$ cat config.mk
export PLATFORM = sky130hd
export DESIGN_NAME = bxds_ctrl
export DESIGN_NICKNAME = d
export VERILOG_FILES = /design/src/rtl/bxds_pkg.sv /design/src/rtl/bxds_ctrl.sv
export SDC_FILE = /design/constraint.sdc
export NUM_CORES = 1
export LEC_CHECK = 0
export ABC_AREA = 1
export BUFFER_PORTS_ARGS = -buffer_cell sky130_fd_sc_hd__buf_2
export CAP_MARGIN = 20
export CELL_PAD_IN_SITES_DETAIL_PLACEMENT = 0
export CELL_PAD_IN_SITES_GLOBAL_PLACEMENT = 1
export CORE_AREA = 5 5 42 44
export DETAILED_ROUTE_END_ITERATION = 7
export DIE_AREA = 0 0 47 49
export GPL_TIMING_DRIVEN = 0
export PLACE_DENSITY_LB_ADDON = 0.1
export SYNTH_ARGS = -nofsm -noshare
export SYNTH_HDL_FRONTEND = slang
export SYNTH_SLANG_ARGS = --single-unit
$ cat constraint.sdc
create_clock -name clock -period 0.9 [get_ports clock]
set_input_delay 0.18 -clock clock [delete_from_list [all_inputs] [get_ports clock]]
set_output_delay 0.18 -clock clock [all_outputs]
set_load 0.005 [all_outputs]
$ cat src/rtl/bxds_pkg.sv
// ----------------------------------------------------------------------------
// bxds_pkg
// Shared types and constants for the box average downscaler.
// ----------------------------------------------------------------------------
package bxds_pkg;

   // default sizing
   localparam int DEF_MAX_WIDTH = 4096;
   localparam int DEF_MAX_SCALE = 16;

   // fixed image height limit and register widths
   localparam int MAX_HEIGHT = 4096;
   localparam int HGT_W      = 13;
   localparam int ROW_W      = 12;
   localparam int SCALE_W    = 5;
   localparam int MODE_W     = 2;
   localparam int CSR_IDX_W  = 3;
   localparam int CSR_DATA_W = 13;
   localparam int PIX_W      = 8;

   // register indexes
   localparam logic [CSR_IDX_W-1:0] REG_SCALE  = 3'd0;
   localparam logic [CSR_IDX_W-1:0] REG_WIDTH  = 3'd1;
   localparam logic [CSR_IDX_W-1:0] REG_HEIGHT = 3'd2;
   localparam logic [CSR_IDX_W-1:0] REG_MODE   = 3'd3;

   // channel modes
   localparam logic [MODE_W-1:0] MODE_GRAY = 2'd0;
   localparam logic [MODE_W-1:0] MODE_BGR  = 2'd1;
   localparam logic [MODE_W-1:0] MODE_BGRA = 2'd2;

   typedef enum logic [1:0] {
      ST_IDLE,
      ST_RMW,
      ST_DIV,
      ST_OUT
   } state_type;

   // controller to datapath
   typedef struct packed {
      logic capture;
      logic update;
      logic div_step;
      logic load_out;
   } cmd_type;

   // datapath to controller
   typedef struct packed {
      logic block_done;
      logic div_last;
      logic out_free;
   } status_type;

endpackage

$ cat src/rtl/bxds_ctrl.sv
// ----------------------------------------------------------------------------
// bxds_ctrl
// Sequencer: capture, line store read-modify-write, divide, output load.
// ----------------------------------------------------------------------------
module bxds_ctrl (
   input  logic                  clock,
   input  logic                  reset,
   input  logic                  req_valid,
   output logic                  req_stall,
   input  bxds_pkg::status_type  status,
   output bxds_pkg::cmd_type     cmd
);
   import bxds_pkg::*;

   state_type state_ff, state_in;

   // state register
   always_ff @(posedge clock) begin
      if (reset) begin
         state_ff <= ST_IDLE;
      end else begin
         state_ff <= state_in;
      end
   end

   // next state and commands
   always_comb begin
      state_in  = state_ff;
      cmd       = '0;
      req_stall = 1'b1;
      unique case (state_ff)
         ST_IDLE: begin
            req_stall = 1'b0;
            if (req_valid) begin
               cmd.capture = 1'b1;
               state_in    = ST_RMW;
            end
         end
         ST_RMW: begin
            cmd.update = 1'b1;
            state_in   = status.block_done ? ST_DIV : ST_IDLE;
         end
         ST_DIV: begin
            cmd.div_step = 1'b1;
            if (status.div_last) begin
               state_in = ST_OUT;
            end
         end
         ST_OUT: begin
            if (status.out_free) begin
               cmd.load_out = 1'b1;
               state_in     = ST_IDLE;
            end
         end
         default: state_in = ST_IDLE;
      endcase
   end

endmodule

# == Word-level counts from Yosys, hierarchy flattened ==
# Cells that the tools add are included.
# word_totals
reg_bits,2
out_inout_bits,5
# op_classes
mux,12
n_reduce_logical,2
n_eq_ne,6
# op_table
cell,n
$mux 2,4
$pmux 2 s4,1
$mux 1,7
$ne 2x2->1 const B,3
$eq 2x2->1 const B,2
$reduce_and 3->1,1
$eq 2x1->1 const B,1
$logic_not 2->1,1

# == Longest topological paths before layout ==
# logic_depth
depth_word,3
depth_mapped,5
depth_no_buf,5

# == Least setup slack after synthesis ==
# OpenSTA, ideal clock, no wires.
# synth_path
path_kind,reg-to-output
from,register state_ff[0]
to,output cmd[0] in the netlist's numbering
stages_incl_launch_ff,3
arrival_ps,626
path_buffers,0
setup_slack_ps,94
cell_sequence,dfxtp_1 -> inv_1 -> nor3_1
# synth_rtl
item,line,text
from (decl),bxds_ctrl.sv:15,"state_type state_ff, state_in;"
from (signal assigned),bxds_ctrl.sv:22,state_ff <= state_in;
to (decl),bxds_ctrl.sv:11,output bxds_pkg::cmd_type cmd

==> metrics.md <==
| Metric | Value |
|---|---|
| Rows | 14 |
| Initial Util | 0.0938 |
| Die Ht | 49 microns |
| Critical Path End Type | output pin |
| Vias in the first global route | 210 |
| Number of remaining DRC errors | 0 |
| Crit Path Category | flop to output pin |
| #FFs+latches synth | 2 |
| Max Slew Vio Count | 0 |
| Part of the cycle the worst path needs | 1.22 |
| Multi-input logic area | 76.3 sq um |
| Worst EP required | 720 ps |
| Ys Warns | 0 |
| Status | complete, but fails checks |
| Syn Nets | 30 |
| Setup crit start kind | flop |
| Commonest non-fill, non-tap cells in the layout | 10 x buf_2, 6 x nor2_1, 5 x inv_1 |
| Largest net degree at the start of global routing | 6 |
| Final hold vios | 0 |
| Worst-Skew Late Latency | 220 ps |
| Post-Route Skew | 1.56 ps |
| Crit path DAT | 920 ps |
| Lkg Pwr | roughly 0.16 nW |
| Root Driver | clkbuf_4 |
| DR WL met2 | ~240 microns |
| Min Hold Slack | approximately 120 ps |
| Max Fclk | 910 MHz |
| M1 WL | 156 microns |
| FILL cells | 175 |
| Final Instance Area | 272 sq um |
| GPL Wtd Cong | 0.642 |
| Antenna-violating nets left | 0 |
| H-tree levels | 1 |
| Setup Viol. Count Final | 6 |
| Routed wl met3 | about 39 microns |
| Slew margin rel. | 0.928 |
| Final global-route overflow total | 0 |
| Mapped cell area | 131 sq um |
| Area leader, netlist | dfxtp_1 |
| Drt first pass iters | 2 |
| DP Wirelength | 342 microns |
| 1st-iter DRT viols | 4 |
| CTS tree | done |
| Final cell count without fillers | 56 |
| Placed Instance Area | between 200 and 250 sq um |
| Hold Path Class | input port to flop |
| Max rail drop VDD | 0.000355 V |
| IO buf count | 10 |
| Synth area leaders | dfxtp_1 30%, inv_1 20%, nor2_1 20%, a21oi_1 7.6%, nand2_1 5.7% |
| Clock slew at reported path FFs | 30 ps |
| Nets | 48 |
| Core ar. | 1400 sq um |
| Initial antenna violation count | 0 |
| Register area | 47.5 sq um |
| Clock sink total | 2 |
| Setup ws final | -198 ps |
| Max cap viols | 0 |
| Clock Path Buffers | 2 |
| Failing checks | negative setup slack |
| Slew of the pin with the lowest slew margin | between 100 and 150 ps |
| CTS Hold Bufs | 0 |
| CTS buffer count | 3 |
| GRT Overall Usage | 0.0506 |
| Routed vias | 188 |
| Post-layout min period | 1100 ps |
| Setup slack, reg-to-reg | -20 ps |
| Post-DR wirelength/cell | 7.71 microns |
| P per Cell Area | 1600 nW/um^2 |
| Top Metal Used | met3 |
| Core Util, Final | 0.194 |
| Final WL | 432 microns |
| Yosys cell types | 9 |
| # placed instances | 50 |
| Area fraction of the dominant cell type after synthesis | 0.305 |
| Worst-path maximum fanout | 4 |
| Layout cells sized above 1 | 0.600 |
| Mean post-synth cell area | between 5 and 6 sq um |
| Post-Synthesis Cells | 24 |
| Vias per Instance | 3.36 |
| Sequential share of the synthesized area | 0.305 |
| Die width | 47 microns |
| Die area | approximately 2300 sq um |
| Global-route wire length before repair | 752 microns |
| Commonest non-fill, non-tap cell in the layout | buf_2 |
| Antenna Cells | 0 |
| Boundary Pins | 11 |
| RSZ-0062 raised after global routing | true |
| Area Overhead vs Synth | 107% |
==> layer usage <==
layer	global-route usage	vias to the layer above
li1	-	102
met1	0.0393	81
met2	0.0701	5
met3	0.0295	0
met4	0.0691	0
met5	0	-
==> critical path: stages (launching register included) <==
cell and delay, ps:
dfxtp_4 350, buf_4 140, nand2_2 60, inv_1 30, buf_2 110
==> synth_stat cells, drive strengths merged <==
cell type,count
inv,8
nor2,7
a21oi,2
dfxtp,2
nand2,2
nand3,1
nand3b,1
nor3,1
==> stage by stage <==
stage,power [mW],TNS (ps),worst slack (ps)
2_1_floorplan,0.154,0,93.8
3_3_place_gp,0.197,-76.3,-69.1
6_report,0.433,-844,-198
3_5_place_dp,0.196,-66.9,-61.0
4_1_cts,0.434,-866,-216
5_1_grt,0.488,-1200,-257
==> repair_timing <==
item | in CTS | in global routing
pin swaps | 2 | 2
gates resized for setup | 9 | 2
buffers inserted | 1 | 2
gates cloned | 0 | 0
endpoints found under the setup margin | 5 | 5
==> kinds of logic (layout without fill, tap and decap cells) <==
group                  Yosys count  in the layout  synth area share
AND/OR/NAND/NOR                 12             12             0.390
buffers and inverters            8             24             0.229
AO/OA/AOI/OAI                    2              2            0.0762
flip-flops                       2              2             0.305
==> final cells by class <==
class	instances	area share
flip-flops and latches	2	0.175
well taps	16	0.0737
multi-input cells	14	0.281
inverters	8	0.120
clock buffers	3	0.0829
repair buffers	13	0.267
==> final timing paths <==
path,depth (start not counted),end,start
worst min register to register,2,state_ff[0],flop
worst max register to register,6,state_ff[0],flop
worst min-delay path,2,flop,reset
worst max-delay path,4,cmd[2],state_ff[0]
==> where the power goes <==
group | total, mW | leakage, nW | switching, mW | internal [mW]
sequential | 0.115 | 0.0178 | 0.0156 | 0.0989
combinational | 0.122 | 0.129 | 0.0548 | 0.0677
clock | 0.196 | 0.0138 | 0.0493 | 0.147
total | 0.433 | 0.161 | 0.120 | 0.314
No activity file was read; power rests on OpenSTA's default activity.
